--- config.mk ---
export PLATFORM = sky130hd
export DESIGN_NAME = dwss_div
export DESIGN_NICKNAME = d
export VERILOG_FILES = /design/src/rtl/core/dwss_pkg.sv /design/src/rtl/core/dwss_div.sv
export SDC_FILE = /design/constraint.sdc
export NUM_CORES = 1
export LEC_CHECK = 0
export BUFFER_PORTS_ARGS = -buffer_cell sky130_fd_sc_hd__buf_2
export CORE_MARGIN = 8
export CORE_UTILIZATION = 60
export CTS_CLUSTER_DIAMETER = 80
export DETAILED_ROUTE_END_ITERATION = 10
export PLACE_DENSITY_LB_ADDON = 0.08
export SYNTH_ARGS = -nofsm -noshare
export SYNTH_HDL_FRONTEND = slang
export SYNTH_SLANG_ARGS = --single-unit
--- constraint.sdc ---
create_clock -name clk -period 7.92 [get_ports clk]
set_input_delay 1.98 -clock clk [delete_from_list [all_inputs] [get_ports clk]]
set_output_delay 1.98 -clock clk [all_outputs]
set_load 0.01 [all_outputs]
--- src/rtl/core/dwss_pkg.sv ---
// ----------------------------------------------------------------------------
// dwss_pkg
// Shared types, sizes and address helpers of the diffuse weighted spatial
// spectrum block.
// ----------------------------------------------------------------------------
`default_nettype none

package dwss_pkg;

    localparam int CHANNELS     = 8;
    localparam int ANGLES       = 32;
    localparam int BINS         = 256;

    localparam int STEER_DEPTH  = ANGLES * BINS * CHANNELS;
    localparam int WEIGHT_DEPTH = ANGLES * BINS;
    localparam int COV_DEPTH    = CHANNELS * CHANNELS;

    localparam int STEER_AW     = $clog2(STEER_DEPTH);
    localparam int WEIGHT_AW    = $clog2(WEIGHT_DEPTH);
    localparam int COV_AW       = $clog2(COV_DEPTH);

    localparam int STEER_W      = 48;
    localparam int WEIGHT_W     = 24;
    localparam int COV_W        = 48;

    localparam int CH_W         = $clog2(CHANNELS + 1);
    localparam int CH_IW        = $clog2(CHANNELS);
    localparam int C2_W         = $clog2(CHANNELS * CHANNELS + 1);
    localparam int ANG_W        = $clog2(ANGLES + 1);
    localparam int ANG_IW       = (ANGLES > 1) ? $clog2(ANGLES) : 1;

    localparam int JOB_DEPTH    = 2;
    localparam int JOB_AW       = $clog2(JOB_DEPTH);
    localparam int JOB_CNT_W    = $clog2(JOB_DEPTH + 1);
    localparam int RES_DEPTH    = 4;
    localparam int RES_AW       = $clog2(RES_DEPTH);
    localparam int RES_CNT_W    = $clog2(RES_DEPTH + 1);

    localparam int CFG_IW       = 2;
    localparam int CFG_DW       = 16;

    // reset values after clamping to the supported range
    localparam logic [CH_W-1:0]  RST_CHANNELS = CH_W'((8 > CHANNELS) ? CHANNELS : 8);
    localparam logic [ANG_W-1:0] RST_ANGLES   = ANG_W'((32 > ANGLES) ? ANGLES : 32);
    localparam logic [15:0]      RST_FLOOR    = 16'd1;

    typedef enum logic [1:0] {
        OP_STEER  = 2'd0,
        OP_WEIGHT = 2'd1,
        OP_COV    = 2'd2
    } opcode_t;

    typedef enum logic [CFG_IW-1:0] {
        CFG_CHANNELS = 2'd0,
        CFG_ANGLES   = 2'd1,
        CFG_FLOOR    = 2'd2
    } cfg_idx_t;

    typedef struct packed {
        logic [1:0]         opcode;
        logic [7:0]         bin;
        logic [4:0]         angle;
        logic [2:0]         row;
        logic [2:0]         col;
        logic signed [23:0] re_part;
        logic signed [23:0] im_part;
        logic [31:0]        cov_average;
        logic               last;
    } item_t;

    typedef struct packed {
        logic [4:0]         out_angle;
        logic signed [31:0] spectrum;
        logic               floor_hit;
        logic               out_last;
    } result_t;

    // effective configuration, already clamped
    typedef struct packed {
        logic [CH_W-1:0]  channels;
        logic [ANG_W-1:0] angles;
        logic [15:0]      floor;
    } cfg_t;

    typedef struct packed {
        logic [7:0]  bin;
        logic [31:0] avg;
    } job_t;

    typedef struct packed {
        logic                 steer_we;
        logic [STEER_AW-1:0]  steer_addr;
        logic [STEER_W-1:0]   steer_data;
        logic                 weight_we;
        logic [WEIGHT_AW-1:0] weight_addr;
        logic [WEIGHT_W-1:0]  weight_data;
        logic                 cov_we;
        logic [COV_AW-1:0]    cov_addr;
        logic [COV_W-1:0]     cov_data;
    } ram_wr_t;

    typedef struct packed {
        logic [STEER_AW-1:0]  steer_addr;
        logic [WEIGHT_AW-1:0] weight_addr;
        logic [COV_AW-1:0]    cov_addr;
    } ram_rd_t;

    typedef struct packed {
        logic               start;
        logic signed [63:0] dividend;
        logic [63:0]        divisor;
    } div_req_t;

    typedef struct packed {
        logic               busy;
        logic               done;
        logic signed [63:0] quotient;
    } div_rsp_t;

    function automatic logic [STEER_AW-1:0] steer_addr(input logic [ANG_IW-1:0] ang,
                                                       input logic [7:0] bin,
                                                       input logic [CH_IW-1:0] ch);
        return (STEER_AW'(ang) * STEER_AW'(BINS) + STEER_AW'(bin)) * STEER_AW'(CHANNELS)
               + STEER_AW'(ch);
    endfunction

    function automatic logic [WEIGHT_AW-1:0] weight_addr(input logic [ANG_IW-1:0] ang,
                                                         input logic [7:0] bin);
        return WEIGHT_AW'(ang) * WEIGHT_AW'(BINS) + WEIGHT_AW'(bin);
    endfunction

    function automatic logic [COV_AW-1:0] cov_addr(input logic [CH_IW-1:0] r,
                                                   input logic [CH_IW-1:0] c);
        return COV_AW'(r) * COV_AW'(CHANNELS) + COV_AW'(c);
    endfunction

endpackage

`default_nettype wire

--- src/rtl/core/dwss_div.sv ---
// ----------------------------------------------------------------------------
// dwss_div
// Restoring divider, one quotient bit per cycle. Signed dividend, positive
// divisor, quotient truncated toward zero.
// ----------------------------------------------------------------------------
`default_nettype none

module dwss_div
(
    input  logic                clk,
    input  logic                rst_n,
    input  dwss_pkg::div_req_t  req,
    output dwss_pkg::div_rsp_t  rsp
);
    import dwss_pkg::*;

    logic        busy_reg, busy_next;
    logic        done_reg, done_next;
    logic [5:0]  cnt_reg, cnt_next;
    logic        neg_reg, neg_next;
    logic [63:0] quo_reg, quo_next;
    logic [63:0] rem_reg, rem_next;
    logic [63:0] dvs_reg, dvs_next;
    logic [64:0] rem_sh;

    // one shift and subtract step per cycle
    always_comb
    begin
        busy_next = busy_reg;
        done_next = 1'b0;
        cnt_next  = cnt_reg;
        neg_next  = neg_reg;
        quo_next  = quo_reg;
        rem_next  = rem_reg;
        dvs_next  = dvs_reg;
        rem_sh    = {rem_reg, quo_reg[63]};
        if (req.start)
        begin
            busy_next = 1'b1;
            cnt_next  = '0;
            neg_next  = req.dividend[63];
            quo_next  = req.dividend[63] ? 64'(-req.dividend) : 64'(req.dividend);
            rem_next  = '0;
            dvs_next  = req.divisor;
        end
        else if (busy_reg)
        begin
            if (rem_sh >= {1'b0, dvs_reg})
            begin
                rem_next = 64'(rem_sh - {1'b0, dvs_reg});
                quo_next = {quo_reg[62:0], 1'b1};
            end
            else
            begin
                rem_next = rem_sh[63:0];
                quo_next = {quo_reg[62:0], 1'b0};
            end
            cnt_next = cnt_reg + 6'd1;
            if (cnt_reg == 6'd63)
            begin
                busy_next = 1'b0;
                done_next = 1'b1;
            end
        end
    end

    always_ff @(posedge clk or negedge rst_n)
    begin
        if (!rst_n)
        begin
            busy_reg <= 1'b0;
            done_reg <= 1'b0;
            cnt_reg  <= '0;
        end
        else
        begin
            busy_reg <= busy_next;
            done_reg <= done_next;
            cnt_reg  <= cnt_next;
        end
    end

    always_ff @(posedge clk)
    begin
        neg_reg <= neg_next;
        quo_reg <= quo_next;
        rem_reg <= rem_next;
        dvs_reg <= dvs_next;
    end

    assign rsp.busy     = busy_reg;
    assign rsp.done     = done_reg;
    assign rsp.quotient = neg_reg ? -$signed(quo_reg) : $signed(quo_reg);

    // a new division never starts over a running one
    assert property (@(posedge clk) disable iff (!rst_n) req.start |-> !busy_reg)
        else $error("divider started while busy");

endmodule

`default_nettype wire

==> impl_metrics.env, run 1 <==
export IMPL_max_slew_margin_rel_pct=41.7
export IMPL_drc_errors=0
export IMPL_clk_pin_slew_ns=0.06
export IMPL_yosysWarnings=0
export IMPL_holdCritStartpoint="rem_reg[53]"
export IMPL_rsz0062_at_grt="false"
export IMPL_slew_viol_final=0
export IMPL_final_common_cell="buf_2"
export IMPL_synth_seq_cells=201
export IMPL_place_inst=2094
export IMPL_hp_class="register to register"
export IMPL_wire_per_inst_um=17.0
export IMPL_area_growth_pct=13.7
export IMPL_core_area_um2=23500
export IMPL_synth_area_top_cells="edfxtp_1, dfxtp_1, xnor2_1, ha_1, xor2_1"
export IMPL_worstHoldPathCells=2
export IMPL_cts_max_level=1
export IMPL_grt_overflow=0
export IMPL_avgSynthCellArea_um2=8.59
export IMPL_finalNetCount=2000
export IMPL_port_buffers=196
export IMPL_cts_tree="done"
export IMPL_yosysUniqueCellTypes=65
export IMPL_start_util_pct=61.0
export IMPL_postCtsHoldBufs=0
export IMPL_rr_endpoint="rem_reg[26]"
export IMPL_finalSetupViolCount=0
export IMPL_place_gp_congestion=0.907
export IMPL_crit_slowest_cell="or4_1"
export IMPL_hold_viol_final=0
export IMPL_reg2reg_depth=14
export IMPL_finalCritPeriodShare_pct=88.6
export IMPL_root_buffer="clkbuf_16"
export IMPL_viasPerCell=5.92
export IMPL_fin_crit_ns=7.02
export IMPL_grt_pass1_vias=12000
export IMPL_clock_latency_ns=0.52
export IMPL_startpoint_type="register"
export IMPL_dieWidth_um=170
export IMPL_max_freq_mhz=143
export IMPL_worst_ep_required_time_ns=5.94
export IMPL_cts_setup_buffers=0
export IMPL_wirelength_um=36300
export IMPL_grt_start_max_net_pins=123
export IMPL_outcome="completed"
export IMPL_cp_cell_sequence="or4_1 > or3_1 > or4_4 > or3_1 > or3_4 > or3_4 > or4_4 > or3_4 > o31ai_2 > xnor2_1 > buf_2"
export IMPL_track_usage_pct=24.3
export IMPL_die_h_um=170
export IMPL_first_iter_violations=950
export IMPL_slowest_delay_ns=0.57
export IMPL_holdPathEnd="rem_reg[54]"
export IMPL_setup_tns_ns=0
export IMPL_fin_cells=2141
export IMPL_reg2reg_from="dvs_reg[28]"
export IMPL_synth_flop_cell="edfxtp_1"
export IMPL_io_pins=197
export IMPL_synth_top_cell_area_share_pct=27.1
export IMPL_dr_pass1_iters=7
export IMPL_p_leak_nw=6.60
export IMPL_rrSetupSlack_ns=3.34
export IMPL_critPathMostFrequentCell="or3_4"
export IMPL_yosysTopAreaCell="edfxtp_1"
export IMPL_final_layout_size_suffix_gt1_share_pct=15.4
export IMPL_antenna_found_initial=0
export IMPL_clockBufferDepth=3
export IMPL_yosysSeqAreaShare_pct=37.4
export IMPL_synth_edf_count=129
export IMPL_cts_resized=0
export IMPL_cts_buffers_inserted=24
export IMPL_async_flop_share_pct=3.98
export IMPL_final_antenna_net_count=0
export IMPL_grt_pass1_wl_um=59400
export IMPL_layout_common_cells="buf_2, nand2_1, nor2_1, a21oi_1, edfxtp_1"
export IMPL_vias=12700
export IMPL_synth_cells=1666
export IMPL_ir_drop_uv=240
export IMPL_critical_path_class="register to output port"
export IMPL_finClkSkew_ns=0.0145
export IMPL_syn_area_um2=14300
export IMPL_fp_dieArea_um2=29000
export IMPL_hpwl_um=26900
export IMPL_syn_num_nets=1865
export IMPL_crit_fanout=8
export IMPL_p_per_area_nw_per_um2=308
export IMPL_maxCapViolCount=0
export IMPL_endpoint_kind="output port"
export IMPL_arrival_ns=5.04
export IMPL_cts_sinks=201
export IMPL_tightest_slew_ns=0.865
export IMPL_core_rowCount=56
## worst max-delay path, delay by kind of cell (launching register included)
family,cells,cell delay (ns)
flip-flops,1,0.44
XOR/XNOR,1,0.16
AND/OR/NAND/NOR,8,3.50
buffers and inverters,1,0.16
AO/OA/AOI/OAI,1,0.24
## power breakdown
group          internal, mW  switching, mW  total (mW)
Clock                 0.723          0.446        1.17
Sequential             1.36          0.187        1.54
Combinational         0.917           1.38        2.30
## synth_stat cells (26+ instances only)
cell type,n
a21oi_1,144
a311oi_1,43
clkbuf_1,89
dfxtp_1,64
edfxtp_1,129
ha_1,67
inv_1,91
nand2_1,178
nand4_1,26
nor2_1,176
o21ai_0,94
o31ai_1,36
or3_1,30
xnor2_1,96
xor2_1,88
## metal layers
metal	vias to the layer above	track usage (%)	routed length, µm
met5	-	0	0
met4	0	6.45	837
met3	66	2.73	2370
met2	414	40.7	17000
met1	5915	33.0	16100
li1	6286	-	-
## cell type report
cell class	count	area [µm²]
timing repair buffer	205	1060
sequential	201	5360
antenna	3	7.51
clock inverter	14	164
tap	319	399
inverter	91	342
fill	1976	7210
multi-input combinational	1278	8240
clock buffer	30	696
## per-stage QoR
step	area, µm²	setup slack (ns)	util [%]	power (mW)	hold slack [ns]
final	16300	0.904	69.3	5.01	0.494
after global routing	16300	0.741	69.3	5.36	0.513
after CTS	16300	0.903	69.3	5.02	0.498
after detailed placement	15400	1.45	65.6	3.82	0.489
after global placement	15400	1.57	65.6	3.79	0.481
after floorplan	14300	1.83	-	3.24	0.464
## cells by family after synthesis
group                      synth area share, %
AOI/OAI and AO/OA                         20.7
xor gates and xnor gates                  11.3
adders and majority gates                 6.00
buffers and inverters                     4.99
DFF                                       37.4
muxes                                     1.64
and+or+nand+nor                           18.0
## worst max path at each step
stage	endpoint	cells past startpoint	startpoint
floorplan	rsp[61]	11	quo_reg[5]
global placement	rsp[63]	11	quo_reg[6]
detailed placement	rsp[63]	11	quo_reg[5]
CTS	rsp[63]	11	quo_reg[5]
global route	rsp[63]	11	quo_reg[5]
finish	rsp[63]	11	quo_reg[5]
Note: power is estimated with default switching activity, not from simulation.
==> inputs of run 2 (changes only) <==
CORE_UTILIZATION = 53   (was 60)
clock period = 5.74 ns   (was 7.92 ns; I/O delays follow)
==> run 2 against run 1 <==
The run now ends with setup timing left. Largest power group unchanged. Sequential cell count unchanged. Hold slack got worse by 0.00056 ns. Non-clock buffer count increased by 17. Critical path type unchanged. First-iteration DRC count increased by 10%. Highest routed layer is now met5. Final cell count increased by 1.7%. Wire length increased by 2.7%. Global-route usage decreased by 2.4 points. Die area increased by 12%. Setup slack got worse by 1.3 ns. Cell area increased by 1.4%.
==> impl_metrics.env, run 2 (synthesized netlist as in run 1, its figures left out) <==
export IMPL_outcome="complete, but fails checks"
export IMPL_violations="setup timing"
export IMPL_setup_tns_ns=-2.62
export IMPL_hpwl_um=27300
export IMPL_crit_slowest_cell="or4_4"
export IMPL_max_slew_margin_rel_pct=27.6
export IMPL_maxCapViolCount=0
export IMPL_slew_viol_final=0
export IMPL_slowest_delay_ns=0.55
export IMPL_area_growth_pct=15.3
export IMPL_cts_max_level=1
export IMPL_grt_pass1_vias=12200
export IMPL_cp_cell_sequence="or4_4 > or3_4 > or4_4 > or3_4 > or3_4 > or3_4 > or4_4 > or3_4 > o31ai_4 > xnor2_1 > buf_2"
export IMPL_final_antenna_net_count=0
export IMPL_tightest_slew_ns=1.09
export IMPL_fin_crit_ns=6.16
export IMPL_setup_slack_ns=-0.417
export IMPL_antenna_found_initial=2
export IMPL_viasPerCell=5.77
export IMPL_critPathMostFrequentCell="or3_4"
export IMPL_ir_drop_uv=297
export IMPL_finalNetCount=2017
export IMPL_startpoint_type="register"
export IMPL_grt_overflow=0
export IMPL_endpoint_kind="output port"
export IMPL_hold_viol_final=0
export IMPL_grt_start_max_net_pins=162
export IMPL_start_util_pct=53.5
export IMPL_cts_buffers_inserted=24
export IMPL_placed_area_um2=15500
export IMPL_place_inst=2125
export IMPL_wirelength_um=37300
export IMPL_rsz0062_at_grt="true"
export IMPL_worst_ep_required_time_ns=4.30
export IMPL_clk_pin_slew_ns=0.06
export IMPL_cp_num_buf_inv=1
export IMPL_dr_pass1_iters=5
export IMPL_critical_path_class="register to output port"
export IMPL_finalSetupViolCount=8
export IMPL_p_per_area_nw_per_um2=421
export IMPL_hp_class="register to register"
export IMPL_wire_per_inst_um=17.1
export IMPL_cp_depth=11
export IMPL_final_layout_size_suffix_gt1_share_pct=16.5
export IMPL_layout_common_cells="buf_2, nand2_1, nor2_1, a21oi_1, edfxtp_1"
export IMPL_clock_latency_ns=0.52
export IMPL_dieWidth_um=180
export IMPL_arrival_ns=4.72
export IMPL_grt_pass1_wl_um=60900
export IMPL_cp_startpoint="quo_reg[6]"
export IMPL_reg2reg_depth=14
export IMPL_finalCritPeriodShare_pct=107
export IMPL_setup_worst_path_end="rsp[63]"
export IMPL_timing_hold_ws_ns=0.494
export IMPL_place_gp_congestion=0.912
export IMPL_fillers=2344
export IMPL_cts_sinks=201
export IMPL_die_h_um=180
export IMPL_crit_fanout=5
export IMPL_worstHoldPathCells=2
export IMPL_core_area_um2=26700
export IMPL_clockBufferDepth=3
export IMPL_final_area_um2=16500
export IMPL_drc_errors=0
export IMPL_port_buffers=196
export IMPL_fin_cells=2178
export IMPL_first_iter_violations=1049
export IMPL_rrSetupSlack_ns=1.41
export IMPL_root_buffer="clkbuf_16"
export IMPL_fp_dieArea_um2=32500
export IMPL_cts_tree="done"
export IMPL_critPathTopFamily="simple AND/OR/NAND/NOR gates"
export IMPL_final_common_cell="buf_2"
export IMPL_core_rowCount=60
export IMPL_rr_endpoint="rem_reg[24]"
export IMPL_utilization_pct=61.7
export IMPL_vias=12600
export IMPL_track_usage_pct=21.9
export IMPL_finClkSkew_ns=0.0132
export IMPL_io_pins=197
export IMPL_max_freq_mhz=162
export IMPL_postCtsHoldBufs=0
export IMPL_reg2reg_from="dvs_reg[28]"
export IMPL_p_leak_nw=6.70
run 2: changes by cell type in the layout (fill, tap and decap cells not counted), moves of 3 or more:
cell,before,now
buf_4,9,22
clkbuf_8,4,1
o31ai_4,1,4
or3_1,30,27
or3_4,3,6
run 2: final cells by class:
class / count / area (µm²) / area share (%)
antenna: 1 / 2.50 / 0.0152
clock buffer: 28 / 637 / 3.86
clock inverter: 16 / 198 / 1.20
inverter: 91 / 342 / 2.07
multi-input combinational: 1278 / 8310 / 50.4
sequential: 201 / 5360 / 32.5
tap: 341 / 427 / 2.59
timing repair buffer: 222 / 1220 / 7.38
run 2: per-stage QoR:
| step | power [mW] | setup slack [ns] |
|---|---|---|
| after detailed placement | 5.30 | -0.0513 |
| after global placement | 5.28 | 0.0264 |
| after global routing | 7.43 | -0.527 |
| final | 6.94 | -0.417 |
| after CTS | 6.95 | -0.467 |
| after floorplan | 4.47 | 0.199 |
run 2: tightest hold or removal path, delay by kind of cell, from the launching register on:
| kind | cells | cell delay (ns) |
|---|---|---|
| flip-flops | 1 | 0.32 |
| AO/OA/AOI/OAI | 1 | 0.07 |
| AND/OR/NAND/NOR | 1 | 0.06 |
run 2: repair_timing:
| item | 4_1_cts | 5_1_grt |
|---|---|---|
| setup buffers | 8 | 0 |
| pin swaps | 5 | 5 |
| setup endpoints to repair | 8 | 10 |
| gates resized for setup | 13 | 1 |
run 2: worst min path at each step:
stage,startpoint,to
5_1_grt,rem_reg[40],rem_reg[40]
4_1_cts,rem_reg[1],rem_reg[1]
2_1_floorplan,rem_reg[1],rem_reg[1]
3_3_place_gp,rem_reg[1],rem_reg[1]
6_report,rem_reg[29],rem_reg[30]
3_5_place_dp,rem_reg[1],rem_reg[1]
run 2: power breakdown:
| part | switching (mW) | total, mW | internal, mW |
|---|---|---|---|
| registers | 0.258 | 2.13 | 1.87 |
| clock network | 0.626 | 1.61 | 0.981 |
| logic | 1.91 | 3.20 | 1.29 |
run 2: per-layer routing:
layer	track usage [%]	wire [µm]
met2	35.9	17000
met3	3.87	2110
met4	5.69	794
met5	0	23
met1	29.4	17400
==> inputs of run 3 (changes only) <==
CORE_UTILIZATION = 59   (was 53)
clock period = 5.88 ns   (was 5.74 ns; I/O delays follow)
==> run 3 against run 2 <==
The flow still finishes with violations (setup timing). Sequential cell count stayed put. Wire length is 2.4% lower. Cell area is 0.39% lower. Critical endpoint is now rsp[59]. Sequential power is 2% lower. Clock power is 7% lower. Final cell count is 0.92% lower. Clock skew is 0.0025 ns lower. Highest routed layer is now met4. Power is 3.4% lower. Sequential share of layout area is 0.13 points higher. Setup slack better by 0.18 ns. Hold slack better by 0.0012 ns.
==> impl_metrics.env, run 3 (synthesized netlist as in run 1, its figures left out) <==
export IMPL_grt_pass1_wl_um=58000
export IMPL_wirelength_um=36400
export IMPL_p_comb_share_pct=46.6
export IMPL_p_per_area_nw_per_um2=408
export IMPL_clock_latency_ns=0.50
export IMPL_fillers=2027
export IMPL_cts_tree="done"
export IMPL_finalCritPeriodShare_pct=104
export IMPL_crit_fanout=5
export IMPL_intPower_mw=4.02
export IMPL_dr_pass1_iters=6
export IMPL_grt_overflow=0
export IMPL_grt_start_max_net_pins=185
export IMPL_tightest_slew_ns=1.10
export IMPL_place_gp_congestion=0.934
export IMPL_antenna_found_initial=0
export IMPL_layout_common_cells="buf_2, nand2_1, nor2_1, a21oi_1, edfxtp_1"
export IMPL_drc_errors=0
export IMPL_setup_slack_ns=-0.241
export IMPL_dieWidth_um=172
export IMPL_power_frac_seq_pct=31.0
export IMPL_setup_tns_ns=-1.02
export IMPL_rsz0062_at_grt="true"
export IMPL_die_h_um=172
export IMPL_finalNetCount=2016
export IMPL_track_usage_pct=23.6
export IMPL_max_slew_margin_rel_pct=26.9
export IMPL_startpoint_type="register"
export IMPL_wire_per_inst_um=16.9
export IMPL_first_iter_violations=968
export IMPL_fp_dieArea_um2=29500
export IMPL_viasPerCell=5.91
export IMPL_regArea_um2=5360
export IMPL_core_area_um2=24000
export IMPL_ir_drop_uv=346
export IMPL_core_rowCount=57
export IMPL_violations="setup timing"
export IMPL_grt_pass1_vias=11900
export IMPL_pwr_share_clk_pct=22.4
export IMPL_clockBufferDepth=3
export IMPL_start_util_pct=59.5
export IMPL_fin_crit_ns=6.12
export IMPL_final_common_cell="buf_2"
export IMPL_hold_viol_final=0
export IMPL_dpl_worst_slack_ns=0.0741
export IMPL_vias=12800
export IMPL_area_growth_pct=14.8
export IMPL_maxCapViolCount=0
export IMPL_critical_path_class="register to output port"
export IMPL_root_buffer="clkbuf_16"
export IMPL_worst_ep_required_time_ns=4.41
export IMPL_multi_input_area_um2=8320
export IMPL_fin_cells=2158
export IMPL_port_buffers=196
export IMPL_arrival_ns=4.65
export IMPL_timing_hold_ws_ns=0.495
export IMPL_place_inst=2105
export IMPL_slew_viol_final=0
export IMPL_cts_sinks=201
export IMPL_cts_buffers_inserted=22
export IMPL_switching_share_pct=40.1
export IMPL_clk_pin_slew_ns=0.06
export IMPL_finalSetupViolCount=5
export IMPL_finClkSkew_ns=0.0108
export IMPL_utilization_pct=68.4
export IMPL_postCtsHoldBufs=0
export IMPL_io_pins=197
export IMPL_final_antenna_net_count=0
export IMPL_p_sw_mw=2.69
export IMPL_hpwl_um=26900
export IMPL_hp_class="register to register"
export IMPL_endpoint_kind="output port"
export IMPL_outcome="complete, but fails checks"
export IMPL_cts_max_level=1
export IMPL_max_freq_mhz=163
export IMPL_p_leak_nw=6.67
export IMPL_final_layout_size_suffix_gt1_share_pct=16.4
[run 3: what timing repair did]
action | in CTS | in global routing
pin swaps | 5 | 5
resized for setup | 9 | 5
setup buffers | 7 | 5
endpoints found under the setup margin | 8 | 8
[run 3: metal layers]
| metal | share of wire [%] | vias up | GRT usage [%] |
|---|---|---|---|
| met3 | 6.5 | 74 | 2.96 |
| met2 | 46 | 398 | 39.7 |
| met1 | 45 | 5951 | 31.5 |
| li1 | - | 6329 | - |
| met4 | 2.4 | 0 | 6.71 |
| met5 | 0 | - | 0 |
[run 3: power by group through the flow]
stage	clock, mW	sequential, mW	combinational (mW)
after global routing	1.58	2.12	3.46
after global placement	0	2.09	3.02
after CTS	1.53	2.07	3.09
final	1.50	2.08	3.12
after floorplan	0	2.03	2.33
after detailed placement	0	2.10	3.05
[run 3: worst paths after layout]
| kind | startpoint | endpoint | slack (ns) | cells past startpoint |
|---|---|---|---|---|
| setup / recovery | quo_reg[6] | rsp[59] | -0.24 | 11 |
| hold / removal | rem_reg[47] | rem_reg[48] | 0.49 | 2 |
| max in group asynchronous | rst_n | busy_reg | 4.88 | 1 |
| min in group asynchronous | rst_n | busy_reg | 0.81 | 1 |
| setup reg to reg | dvs_reg[7] | rem_reg[43] | 1.63 | 14 |
| hold reg to reg | rem_reg[47] | rem_reg[48] | 0.49 | 2 |
[run 3: cell type report]
| type | instances | share of cell area, % |
|---|---|---|
| Antenna cell | 1 | 0.0152 |
| Clock buffer | 28 | 3.81 |
| Clock inverter | 12 | 1.02 |
| Inverter | 91 | 2.08 |
| Multi-Input combinational cell | 1278 | 50.7 |
| Sequential cell | 201 | 32.6 |
| Tap cell | 324 | 2.47 |
| Timing Repair Buffer | 223 | 7.33 |
[run 3: critical path, stage by stage, from the launching register on]
cell	delay (ns)
edfxtp_1	0.40
or4_4	0.56
or3_4	0.34
or4_4	0.42
or3_4	0.36
or3_4	0.36
or3_4	0.34
or4_4	0.43
or3_4	0.43
o31ai_4	0.20
xnor2_1	0.15
buf_2	0.15
[run 3: metrics by stage]
stage	instance area [µm²]	total power, mW
finish	16400	6.70
global route	16400	7.15
CTS	16400	6.69
detailed placement	15500	5.15
global placement	15500	5.11
floorplan	14300	4.36
